**config.mk**
```make
export PLATFORM = sky130hd
export DESIGN_NAME = ipv4_dotted_quad_validator_unit
export DESIGN_NICKNAME = d
export VERILOG_FILES = /design/src/rtl/ipv4dq_pkg.sv /design/src/rtl/ipv4dq_scan.sv /design/src/rtl/ipv4_dotted_quad_validator_unit.sv
export SDC_FILE = /design/constraint.sdc
export NUM_CORES = 1
export LEC_CHECK = 0
export BUFFER_PORTS_ARGS = -buffer_cell sky130_fd_sc_hd__buf_2
export CAP_MARGIN = 20
export CORE_ASPECT_RATIO = 0.5
export CORE_UTILIZATION = 59
export DETAILED_ROUTE_END_ITERATION = 8
export PLACE_DENSITY_LB_ADDON = 0.12
export REMOVE_ABC_BUFFERS = 1
export SLEW_MARGIN = 20
export SYNTH_ARGS = -nofsm -noshare
export SYNTH_HDL_FRONTEND = slang
export SYNTH_SLANG_ARGS = --single-unit
```
**constraint.sdc**
```tcl
create_clock -name aclk -period 4.74 [get_ports aclk]
set_input_delay 0.711 -clock aclk [delete_from_list [all_inputs] [get_ports aclk]]
set_output_delay 0.711 -clock aclk [all_outputs]
set_load 0.005 [all_outputs]
```
**src/rtl/ipv4dq_pkg.sv**
```systemverilog
// Shared types and constants for the IPv4 dotted-quad checker.
`default_nettype none

package ipv4dq_pkg;

    // What the previous character of the string was.
    typedef enum logic [1:0] {
        KIND_START = 2'd0,
        KIND_DIGIT = 2'd1,
        KIND_DOT   = 2'd2
    } kind_t;

    // One character step handed from the input stage to the scanner.
    typedef struct packed {
        logic       fire;
        logic [7:0] ch;
    } scan_req_t;

    localparam logic [7:0] CHAR_NUL  = 8'h00;
    localparam logic [7:0] CHAR_ZERO = 8'h30;
    localparam logic [7:0] CHAR_NINE = 8'h39;
    localparam logic [7:0] CHAR_DOT  = 8'h2E;

    localparam logic [2:0] SEG_MAX_DIGITS = 3'd4;
    localparam logic [8:0] SEG_MAX_VALUE  = 9'd255;
    localparam logic [8:0] SEG_SAT_VALUE  = 9'd256;
    localparam logic [1:0] DOTS_NEEDED    = 2'd3;
    localparam logic [7:0] LENGTH_RESET   = 8'd15;
    localparam logic [7:0] COUNT_MAX      = 8'd255;

endpackage

`default_nettype wire

```
**src/rtl/ipv4dq_scan.sv**
```systemverilog
// Per-character state update and verdict for the dotted-quad checker.
`default_nettype none

module ipv4dq_scan
    import ipv4dq_pkg::*;
(
    input  wire logic       aclk,
    input  wire logic       aresetn,
    input  wire logic       cfg_wr_en,
    input  wire logic [7:0] cfg_wr_data,
    input  wire scan_req_t  req,
    output logic            verdict
);

    logic [7:0] max_length_reg;
    logic [7:0] char_count_reg,     char_count_next;
    logic [1:0] dot_count_reg,      dot_count_next;
    logic [2:0] seg_digits_reg,     seg_digits_next;
    logic [8:0] seg_value_reg,      seg_value_next;
    kind_t      prev_kind_reg,      prev_kind_next;
    logic       error_reg,          error_next;

    logic        is_digit;
    logic        is_dot;
    logic        is_term;
    logic [11:0] seg_scaled;

    assign is_term  = (req.ch == CHAR_NUL);
    assign is_digit = (req.ch >= CHAR_ZERO) && (req.ch <= CHAR_NINE);
    assign is_dot   = (req.ch == CHAR_DOT);

    // value*10 + digit; at most 256*10+9, so 12 bits hold it
    assign seg_scaled = {seg_value_reg, 3'b000} + {2'b00, seg_value_reg, 1'b0}
                      + {8'd0, req.ch[3:0]};

    always_comb begin
        verdict = !error_reg;
        if (prev_kind_reg != KIND_DIGIT) verdict = 1'b0;
        if (dot_count_reg != DOTS_NEEDED) verdict = 1'b0;
        if (seg_value_reg > SEG_MAX_VALUE) verdict = 1'b0;
        if (char_count_reg > max_length_reg) verdict = 1'b0;
    end

    always_comb begin
        char_count_next = char_count_reg;
        dot_count_next  = dot_count_reg;
        seg_digits_next = seg_digits_reg;
        seg_value_next  = seg_value_reg;
        prev_kind_next  = prev_kind_reg;
        error_next      = error_reg;
        if (is_term) begin
            char_count_next = '0;
            dot_count_next  = '0;
            seg_digits_next = '0;
            seg_value_next  = '0;
            prev_kind_next  = KIND_START;
            error_next      = 1'b0;
        end else begin
            if (char_count_reg != COUNT_MAX) char_count_next = char_count_reg + 8'd1;
            if (is_digit) begin
                if (seg_digits_reg <= SEG_MAX_DIGITS) seg_digits_next = seg_digits_reg + 3'd1;
                if (seg_digits_next > SEG_MAX_DIGITS) error_next = 1'b1;
                if (seg_scaled > {3'b000, SEG_SAT_VALUE}) begin
                    seg_value_next = SEG_SAT_VALUE;
                end else begin
                    seg_value_next = seg_scaled[8:0];
                end
                prev_kind_next = KIND_DIGIT;
            end else if (is_dot) begin
                if (prev_kind_reg != KIND_DIGIT) error_next = 1'b1;
                if (dot_count_reg >= DOTS_NEEDED) begin
                    error_next = 1'b1;
                end else begin
                    dot_count_next = dot_count_reg + 2'd1;
                end
                if (seg_value_reg > SEG_MAX_VALUE) error_next = 1'b1;
                seg_digits_next = '0;
                seg_value_next  = '0;
                prev_kind_next  = KIND_DOT;
            end else begin
                // anything else poisons the string; it counts as a digit slot
                error_next     = 1'b1;
                prev_kind_next = KIND_DIGIT;
            end
        end
    end

    always_ff @(posedge aclk) begin
        if (!aresetn) begin
            max_length_reg <= LENGTH_RESET;
            char_count_reg <= '0;
            dot_count_reg  <= '0;
            seg_digits_reg <= '0;
            seg_value_reg  <= '0;
            prev_kind_reg  <= KIND_START;
            error_reg      <= 1'b0;
        end else begin
            if (cfg_wr_en) max_length_reg <= cfg_wr_data;
            if (req.fire) begin
                char_count_reg <= char_count_next;
                dot_count_reg  <= dot_count_next;
                seg_digits_reg <= seg_digits_next;
                seg_value_reg  <= seg_value_next;
                prev_kind_reg  <= prev_kind_next;
                error_reg      <= error_next;
            end
        end
    end

endmodule

`default_nettype wire

```
**src/rtl/ipv4_dotted_quad_validator_unit.sv**
```systemverilog
// Top level: streaming IPv4 dotted-quad string checker.
`default_nettype none

// Checks a NUL-terminated text string, one byte per s_ transfer, and returns one
// m_ transfer per string carrying 1 if it is a valid dotted quad (four segments of
// 1 to 4 digits, each at most 255, three dots, length at most max_length) and 0
// otherwise. Non-terminator bytes produce no output. Every byte passes through an
// input register and then a registered scanner update. A new byte is taken every
// cycle unless a previous verdict is still waiting in the output register when a
// terminator arrives. The user must write max_length through cfg_wr_en/cfg_wr_data
// only while no string is in flight; the block itself does not enforce this.

module ipv4_dotted_quad_validator_unit
    import ipv4dq_pkg::*;
(
    input  wire logic       aclk,
    input  wire logic       aresetn,
    input  wire logic       cfg_wr_en,
    input  wire logic [7:0] cfg_wr_data,   // max_length
    input  wire logic       s_tvalid,
    output logic            s_tready,
    input  wire logic [7:0] s_tdata,       // [7:0] ch
    output logic            m_tvalid,
    input  wire logic       m_tready,
    output logic [7:0]      m_tdata        // [0] valid_res, [7:1] zero
);

    logic       in_valid_reg;
    logic [7:0] in_ch_reg;
    logic       out_valid_reg;
    logic       out_res_reg;
    logic       out_free;
    logic       in_is_term;
    logic       step_fire;
    logic       verdict;
    scan_req_t  req;

    assign in_is_term = (in_ch_reg == CHAR_NUL);
    assign out_free   = !out_valid_reg || m_tready;
    // plain characters never wait; a terminator needs room for its result
    assign step_fire  = in_valid_reg && (!in_is_term || out_free);
    assign s_tready   = !in_valid_reg || step_fire;

    assign req.fire = step_fire;
    assign req.ch   = in_ch_reg;

    ipv4dq_scan u_scan (
        .aclk        (aclk),
        .aresetn     (aresetn),
        .cfg_wr_en   (cfg_wr_en),
        .cfg_wr_data (cfg_wr_data),
        .req         (req),
        .verdict     (verdict)
    );

    always_ff @(posedge aclk) begin
        if (!aresetn) begin
            in_valid_reg  <= 1'b0;
            out_valid_reg <= 1'b0;
        end else begin
            if (s_tready) in_valid_reg <= s_tvalid;
            if (step_fire && in_is_term) begin
                out_valid_reg <= 1'b1;
            end else if (m_tready) begin
                out_valid_reg <= 1'b0;
            end
        end
    end

    always_ff @(posedge aclk) begin
        if (s_tready && s_tvalid) in_ch_reg <= s_tdata;
        if (step_fire && in_is_term) out_res_reg <= verdict;
    end

    assign m_tvalid = out_valid_reg;
    assign m_tdata  = {7'd0, out_res_reg};

    // a pending result is never overwritten by the next terminator
    assert property (@(posedge aclk) disable iff (!aresetn)
        (out_valid_reg && !m_tready) |-> !(step_fire && in_is_term))
        else $error("result register overwritten while stalled");

    // every accepted terminator shows up as a result in the next cycle
    assert property (@(posedge aclk) disable iff (!aresetn)
        (step_fire && in_is_term) |=> out_valid_reg)
        else $error("terminator transfer lost its result");

    // an empty input register always takes a transfer
    assert property (@(posedge aclk) disable iff (!aresetn)
        !in_valid_reg |-> s_tready)
        else $error("input stage stalled while empty");

    // a buffered non-terminator byte is consumed in the same cycle
    assert property (@(posedge aclk) disable iff (!aresetn)
        (in_valid_reg && !in_is_term) |-> step_fire)
        else $error("plain character held in input stage");

endmodule

`default_nettype wire
```
### Yosys cells after proc, flatten, opt, wreduce, memory -nomap -nowiden

Index checks and enable logic that the tools add are counted.

* input bits: 21
* output and inout bits: 10
* RAM bits: 0
* memory bits (read-only): 0
* flip-flop bits (word level): 44
* memories: 0
* bits in latches: 0

* $mul: 0
* bitwise gates (word level): 0
* div/mod/pow operators: 0
* shifts and indexed selects: 0
* eq/ne operators: 8
* $lt $le $gt $ge: 8
* reductions and logical operators: 21
* multiplexer cells: 28
* $add $sub $neg: 5

Operators by type and width (number)
* $mux W9: 4
* $mux W3: 6
* $mux W8: 2
* $mux W2: 7
* $add A12 B10 Y12: 1
* $add A12 B4 Y12: 1
* $gt A12 B9 Y1 const B: 1
* $gt A9 B8 Y1 const B: 1
* $mux W1: 9
* $add A8 B1 Y8 const B: 1
* $eq A8 B6 Y1 const B: 1
* $ge A8 B6 Y1 const B: 1
* $gt A8 B8 Y1: 1
* $le A8 B6 Y1 const B: 1
* $logic_not A8 Y1: 1
* $ne A8 B8 Y1 const B: 1
* $ne A2 B2 Y1 const B: 3
* $ne A6 B5 Y1 const B: 1
* $reduce_bool A2 Y1: 3
* $logic_and A1 B1 Y1: 4
* $logic_not A1 Y1: 4
* $reduce_and A2 Y1: 2
* $reduce_and A4 Y1: 1
* $reduce_or A4 Y1: 1
* other kinds (10): 12

### Longest topological paths before layout

Gate-level depths: netlist of run 1.

* depth after elaboration: 8
* gate-level depth with buffers: 10

### Hierarchy

Synthesis of run 1 repeated with hierarchy kept, for this count alone.

* cell total of the unflattened synthesis: 293
* area, all modules: 2705.1 sq um

Modules (own cells, without submodules)
* ipv4dq_scan: cells an instance 260, area an instance 2228.4 sq um, seq. area each 660.6 sq um, times used 1
* ipv4_dotted_quad_validator_unit: cells an instance 33, area an instance 476.7 sq um, seq. area each 310.3 sq um, times used 1

### Worst setup path after synthesis of run 1

OpenSTA, ideal clock, no wires.

* path kind: reg-to-reg
* from: register in_ch_reg[3]
* to: register u_scan.seg_value_reg[0]
* setup time: 61 ps
* clock period less this slack: 3422 ps
* stages on the path, launching flop included: 11
* arrival time: 3361 ps
* buffers on the path: 0
* slack: 1318 ps
* cell sequence: edfxtp_1 -> inv_1 -> fa_1 -> inv_1 -> ha_1 -> a211oi_1 -> o21ai_1 -> xnor2_1 -> or4b_1 -> a2111oi_2 -> a22o_1

* cells in the longest elaborated chain, start to end: 5
* elaborated cells between the ends (all ways): 15
* classes of those cells: add/sub (1); order compare (3); eq/ne (1); mux (3); reduce/logical (7)

Ends and longest elaborated chain
* from (decl): line ipv4_dotted_quad_validator_unit.sv:29 `logic [7:0] in_ch_reg;`
* from (signal assigned): line ipv4_dotted_quad_validator_unit.sv:71 `if (s_tready && s_tvalid) in_ch_reg <= s_tdata;`
* $add A12 B4 Y12 / $logic_not A8 Y1 (equally long branches): line ipv4dq_scan.sv:34, ipv4dq_scan.sv:28, ipv4_dotted_quad_validator_unit.sv:38
* $gt A12 B9 Y1 / $logic_not A1 Y1 (equally long branches): line ipv4dq_scan.sv:63, ipv4_dotted_quad_validator_unit.sv:41
* $mux W9 / $logic_or A1 B1 Y1 (equally long branches): line ipv4dq_scan.sv:63, ipv4_dotted_quad_validator_unit.sv:41
* $mux W9 / $logic_and A1 B1 Y1 (equally long branches): line ipv4dq_scan.sv:60, ipv4_dotted_quad_validator_unit.sv:41
* $mux W9 / $reduce_and A2 Y1 (equally long branches)
* to (signal assigned): line ipv4dq_scan.sv:103 `seg_value_reg <= seg_value_next;`
* to (decl): line ipv4dq_scan.sv:19 `logic [8:0] seg_value_reg, seg_value_next;`

Parallel ways exist; a longest one is shown, timed or not.
A chain may end at the register's enable or synchronous reset.

### Final worst setup path of run 1

Ends and elaborated chain as after synthesis.

==> results of run 1 <==
[worst paths after layout]
check / slack (ps) / depth (start not counted) / startpoint / endpoint
min: 470 / 2 / u_scan.error_reg / u_scan.error_reg
max: 870 / 10 / in_ch_reg[3] / u_scan.seg_value_reg[0]
max reg2reg: 870 / 10 / in_ch_reg[3] / u_scan.seg_value_reg[0]
min reg2reg: 470 / 2 / u_scan.error_reg / u_scan.error_reg
[cells in the mapped netlist (all sizes together), types with 6 or more instances]
cell / number
ha: 29
xor2: 6
edfxtp: 9
inv: 22
a21oi: 18
nand3: 11
o21ai: 9
o211ai: 6
nor2: 27
nor3: 6
nor2b: 19
nand4: 7
clkbuf: 6
buf: 9
nand2: 18
dfxtp: 35
[cell usage in the layout, fill, tap and decap left out, types with 3 or more instances in the layout]
master and n:
ha_1 29, clkbuf_8 5, o21ai_0 6, xor2_1 6, nor3_1 5, buf_2 23, and3_1 3, nand2b_1 4
nor2b_1 19, mux2i_1 5, nor3b_1 5, nand4_1 7, nand3_1 11, inv_1 22, o21a_1 5, edfxtp_1 9
o211ai_1 6, nand2_1 17, dfxtp_1 35, a21oi_1 18, a211oi_1 4, conb_1 7, a22o_1 5, nor2_1 27
[layout make-up]
| class | count | area [um^2] |
|---|---|---|
| clock inverter | 3 | 45.0 |
| sequential | 44 | 971 |
| timing repair buffer | 23 | 115 |
| tap | 66 | 82.6 |
| clock buffer | 5 | 68.8 |
| fill | 354 | 1430 |
| multi-input combinational | 236 | 1720 |
| inverter | 22 | 82.6 |
[logic make-up (layout without fill, tap and decap cells)]
| kind of cell | Yosys count | after routing |
|---|---|---|
| AO/OA/AOI/OAI | 70 | 70 |
| XOR/XNOR | 8 | 8 |
| adder cells (fa/ha/maj) | 31 | 31 |
| buffers and inverters | 37 | 53 |
| flip-flops | 44 | 44 |
| multiplexers | 6 | 6 |
| other | 1 | 7 |
| AND/OR/NAND/NOR | 114 | 114 |
[per-layer routing]
metal / track usage (%) / up-vias
met4: 7.97 / 0
met1: 27.1 / 1038
li1: - / 1155
met2: 44.4 / 46
met3: 4.65 / 11
met5: 0 / -
[power by group through the flow]
stage	registers (uW)	clock network, uW	logic [uW]
3_5_place_dp	414	0	60.9
5_1_grt	407	317	70.3
4_1_cts	405	302	61.5
2_1_floorplan	411	0	40.4
3_3_place_gp	413	0	58.3
6_report	405	296	61.3
[critical path: cells and delay by family, from the launching register on]
family / cells / cell delay, ps
buffers and inverters: 2 / 190
AND/OR/NAND/NOR: 1 / 550
XOR/XNOR: 1 / 180
adder cells (fa/ha/maj): 2 / 890
AO/OA/AOI/OAI: 4 / 1480
flip-flops: 1 / 520
[metrics by stage]
| step | power (uW) | cell area (um^2) | worst slack, ps | cells |
|---|---|---|---|---|
| floorplan | 451 | 2770 | 1320 | 302 |
| global placement | 471 | 2970 | 1090 | 391 |
| detailed placement | 475 | 2970 | 919 | 391 |
| CTS | 769 | 3080 | 888 | 399 |
| global route | 795 | 3080 | 657 | 399 |
| finish | 763 | 3080 | 869 | 399 |
==> metrics.yaml, run 1 <==
synth:
  synth-adder-area-share_pct: 14.2
  synth-compound-area-share_pct: 18.8
  synth.area.mux_share_pct: 2.16
  synth_cell_types: 60
  synth_area_leaders: "dfxtp_1 25%, ha_1 13%, edfxtp_1 9.5%"
  synth_top_family_by_area: "simple AND/OR/NAND/NOR gates"
  synth_flop_cell: "dfxtp_1"
  synthesis.area_um2: 2840
  synthArstFlopShare_pct: 0
  yosysSeqAreaShare_pct: 34.2
  synth.avg_cell_area_um2: 9.13
  synth_cells: 311
  yosysTopAreaCell: "dfxtp_1"
  yosys.area_share.simple_pct: 21.9
  synth_seq_cells: 44
  synth_edf_count: 9
  ys_warn_count: 0
  synth_xor_area_share_pct: 2.47
  netlist.area_leader.share_pct: 24.7
run:
  maxCapViolCount: 0
final_layout:
  utilization_pct: 68.3
  largest_register_ff_count: 9
  nets: 384
  syn_to_final_growth_pct: 8.46
  diodes: 0
  final_layout_size_suffix_gt1_share_pct: 12.3
route:
  dr.first_iter.drc_count: 76
  highest_layer: "met4"
  wl_met3_um: 197
  vias: 2250
  final_antenna_net_count: 0
  wl_met1_um: 2570
  viasPerCell: 5.64
  drt_pass1_iterations: 4
  drc_errors: 0
  met2_length_um: 2710
  totalWireLength_um: 5560
  wl_per_cell_um: 13.9
grt:
  grt_pass1_vias: 2143
  antenna_found_initial: 0
  grt_pass1_wl_um: 9340
  grt_max_degree: 26
  grtUsageTotal_pct: 23.6
  grt-ovfl-total: 0
power:
  internal_power_uw: 581
  p_seq_share_pct: 53.1
  combPwrFrac_pct: 8.0
  p_sw_share_pct: 23.8
  ir_worst_vdd_mv: 0.147
  power.leakage_uw: 0.00131
  power_density_nw_per_um2: 248
  p_sw_uw: 182
  clkPwrFrac_pct: 38.8
floorplanning:
  die_area_um2: 5110
  ios: 31
  die_x_um: 100
  start_util_pct: 63.0
  chipHeight_um: 51.1
  placementRows: 17
  fp.coreArea_um2: 4510
worst_setup_path:
  worst_ep_required_time_ps: 4980
  critPathMostFrequentCell: "inv_1"
  arrival_ps: 4110
  path_cells: "inv_1 -> fa_1 -> inv_1 -> ha_1 -> a211oi_1 -> o21ai_1 -> xnor2_1 -> or4b_1 -> a2111oi_2 -> a22o_1"
  crit_path_start_kind: "register"
  crit_fanout: 7
  cpPeakStageDelay_ps: 660
  crit_slowest_cell: "a2111oi_2"
  cp-end-kind: "register"
  crit_type: "register to register"
timing:
  finalHoldViolCount: 0
  rsz0062_at_grt: "false"
  tightest_slew_ps: 846
  max_slew_margin_pct: 43.4
  finalSetupTns_ps: 0
  report.final.slew_viol_count: 0
  hold_ws_ps: 468
  fmax_ghz: 0.258
  setup_viol: 0
  fin_crit_sh_pct: 81.7
  finClkSkew_ps: 11.9
  post-route-min-period_ps: 3870
place:
  gp_congestion: 0.847
  hpwl_um: 4340
  placement.io_buffers: 23
clock_tree:
  cts_tree: "yes"
  cts_hold_buf: 0
  ctsResizeCount: 0
  cts.clk_slew.worst_paths_ps: 100
  cts_buffers: 5
  cts_root_buffer: "clkbuf_8"
  cts.sinks: 44
  postCtsSetupBuffers: 0
  clk_latency_ps: 300
  clockBufferDepth: 2
  htreeDepth: 2
hold_path:
  min_path_type: "register to register"
status:
  outcome: "complete, no violations"
(Power assumes the default switching activity.)
==> run 2, diff against run 1 <==
ABC_AREA = 1   (was unset)
CORE_UTILIZATION = 53   (was 59)
clock period = 3.1 ns   (was 4.74 ns; I/O delays follow)
==> metrics.yaml, run 2 <==
place:
  hpwl_um: 4370  # +0.76%
  dp_slack_ps: 393  # -526 ps
  gp_congestion: 0.875  # +3.3%
  place_inst: 455  # +16%
  placement.io_buffers: 23  # unchanged
timing:
  finalHoldViolCount: 0  # unchanged
  report.final.slew_viol_count: 0  # unchanged
  finClkSkew_ps: 5.01  # -6.90 ps
  rsz0062_at_grt: "false"
  finalSetupTns_ps: 0  # unchanged
  setup_viol: 0  # unchanged
  tightest_slew_ps: 915  # +69.0 ps
  fin_ws_ps: 355  # -513 ps
  fmax_ghz: 0.364  # +41%
  post-route-min-period_ps: 2740  # -1130 ps
  fin_crit_sh_pct: 88.5  # +6.9 points
  max_slew_margin_pct: 39.0  # -4.4 points
hold_path:
  min_to: "in_ch_reg[5]"
  min_path_type: "primary input to register"
  min-delay-start: "s_tdata[5]"
  holdPathStages: 1  # -1
synth:
  ys_warn_count: 0  # unchanged
  synth_edf_count: 9  # unchanged
  synthTopCellsByCount: "72 x nand2_1, 51 x inv_1, 35 x dfxtp_1"
  yosysMostFrequentCell: "nand2_1"
  synth_cells: 370  # +19%
  synth.avg_cell_area_um2: 7.89  # -14%
  synth_flop_cell: "dfxtp_1"
  synth_cell_types: 38  # -37%
  yosysTopAreaCell: "dfxtp_1"
  synth_area_leaders: "dfxtp_1 24%, ha_1 12%, edfxtp_1 9.3%"
  netlist.area_leader.share_pct: 24.0  # -0.68 points
  synthArstFlopShare_pct: 0  # unchanged
  synth_seq_cells: 44  # unchanged
  yosysSeqAreaShare_pct: 33.2  # -0.94 points
  synthesis.area_um2: 2920  # +2.8%
clock_tree:
  cts_hold_buf: 0  # unchanged
  cts.sinks: 44  # unchanged
  clk_latency_ps: 290  # about the same
  cts_tree: "yes"
  ctsResizeCount: 0  # unchanged
  cts.clk_slew.worst_paths_ps: 80  # -20 ps
  postCtsSetupBuffers: 0  # unchanged
  htreeDepth: 2  # unchanged
  cts_root_buffer: "clkbuf_8"
  cts_buffers: 5  # unchanged
  clockBufferDepth: 2  # unchanged
route:
  drt_pass1_iterations: 4  # unchanged
  drc_errors: 0  # unchanged
  totalWireLength_um: 5590  # +0.59%
  vias: 2399  # +6.6%
  wl_per_cell_um: 12.1  # -13%
  viasPerCell: 5.18  # -8.1%
  final_antenna_net_count: 0  # unchanged
  dr.first_iter.drc_count: 78  # +2.6%
worst_setup_path:
  worst_ep_required_time_ps: 3320  # -1660 ps
  arrival_ps: 2960  # -1150 ps
  timing.rr.end: "u_scan.seg_value_reg[4]"
  crit_type: "register to register"
  reg2reg_from: "in_ch_reg[3]"
  ff2ff_path_depth: 13  # +3
  crit_fanout: 8  # +1
  crit_path_start_kind: "register"
  cp-end-kind: "register"
  reg2reg_slack_ps: 360  # -510 ps
final_layout:
  final_common_cell: "nand2_1"
  final_layout_size_suffix_gt1_share_pct: 18.6  # +6.3 points
  diodes: 0  # unchanged
  fill_cells: 471  # +33%
  nets: 444  # +16%
  largest_register_ff_count: 9  # unchanged
  fin_cells: 463  # +16%
  syn_to_final_growth_pct: 7.24
  utilization_pct: 61.3  # -7.1 points
  final_cell_mix: "72 x nand2_1, 51 x inv_1, 35 x dfxtp_1, 30 x a21oi_1, 29 x ha_1"
grt:
  grtUsageTotal_pct: 20.8  # -2.8 points
  antenna_found_initial: 0  # unchanged
  grt_max_degree: 23  # -12%
  grt_pass1_wl_um: 9380  # +0.45%
  grt-ovfl-total: 0  # unchanged
  grt_pass1_vias: 2172  # +1.4%
status:
  outcome: "complete, no violations"
power:
  power.leakage_uw: 0.00149  # +14%
  clkPwrFrac_pct: 32.7  # -6.1 points
  combPwrFrac_pct: 9.0  # +1.0 points
  p_sw_share_pct: 24.8  # +0.97 points
  power_density_nw_per_um2: 338  # +37%
  p_seq_share_pct: 58.4  # +5.3 points
  power_uw: 1060  # +39%
  p_sw_uw: 262  # +44%
  internal_power_uw: 796  # +37%
  ir_worst_vdd_mv: 0.235  # +60%
floorplanning:
  die_x_um: 107  # +6.8%
  fp.coreArea_um2: 5110  # +13%
  start_util_pct: 57.1  # -5.9 points
  placementRows: 18  # +1
  ios: 31  # unchanged
  chipHeight_um: 54.5  # +6.7%
  die_area_um2: 5830  # +14%
run:
  maxCapViolCount: 0  # unchanged
## run 2: cell types whose count changed after synthesis, moves of 6 or more
cell,previous run,this run
nor2_1,27,20
o211ai_1,6,0
nor2b_1,19,0
a21oi_2,0,11
nand2_2,0,12
nand4_1,7,15
a21oi_1,18,30
nand2_1,17,72
inv_1,22,51
## run 2: logic make-up after synthesis
kind of cell    Yosys count  synth area share (%)
simple gates            156                  26.5
buf+inv                  71                  10.8
compound gates           62                  14.0
flops                    44                  33.2
fa+ha+maj                31                  13.8
xor+xnor                  5                  1.50
other cells               1                 0.128
## run 2: how the worst max path moves through the flow
stage / start / endpoint / slack (ps) / cells after the start
final: in_ch_reg[3] / u_scan.seg_value_reg[4] / 360 / 13
after global routing: in_ch_reg[3] / u_scan.seg_value_reg[8] / 190 / 12
after CTS: in_ch_reg[3] / u_scan.seg_value_reg[4] / 360 / 13
after detailed placement: in_ch_reg[3] / u_scan.seg_value_reg[4] / 390 / 13
after global placement: in_ch_reg[3] / u_scan.seg_value_reg[4] / 470 / 13
after floorplan: in_ch_reg[3] / u_scan.seg_value_reg[8] / 640 / 12
## run 2: area by class of cell
type | count | area [um^2] | share of cell area (%)
clock buffers | 6 | 72.6 | 2.32
multi-input cells | 261 | 1660 | 52.9
well taps | 70 | 87.6 | 2.80
repair buffers | 23 | 115 | 3.68
flip-flops and latches | 44 | 971 | 31.0
clock inverters | 2 | 11.3 | 0.360
inverters | 57 | 219 | 6.99
## run 2: power by group through the flow
stage	Combinational, uW	Sequential (uW)	Clock, uW
after detailed placement	94.8	631	0
after global placement	92.1	631	0
final	94.8	618	346
after CTS	95.6	618	359
after floorplan	65.8	628	0
after global routing	110	620	374
## run 2: per-layer routing
| metal | track usage (%) | routed length (um) | share of wire, % |
|---|---|---|---|
| met5 | 0 | 0 | 0 |
| met2 | 39.7 | 2640 | 47 |
| met3 | 3.93 | 153 | 2.7 |
| met1 | 24.8 | 2750 | 49 |
| met4 | 5.48 | 42 | 0.75 |
## run 2: critical path: stages (launching register included)
cell and delay, ps:
edfxtp_1 400, inv_1 80, fa_1 520, fa_1 570, inv_1 60, nor2_1 90, nand2_1 60, nor2_1 100
nand3_1 70, nor2_1 90, nand2_1 90, a21oi_4 230, nand4_1 150, a21oi_2 160
## run 2: through the flow
step / hold slack (ps) / area, um^2
detailed placement: 453 / 3050
finish: 340 / 3130
CTS: 333 / 3130
global placement: 439 / 3050
floorplan: 427 / 2850
global route: 326 / 3130
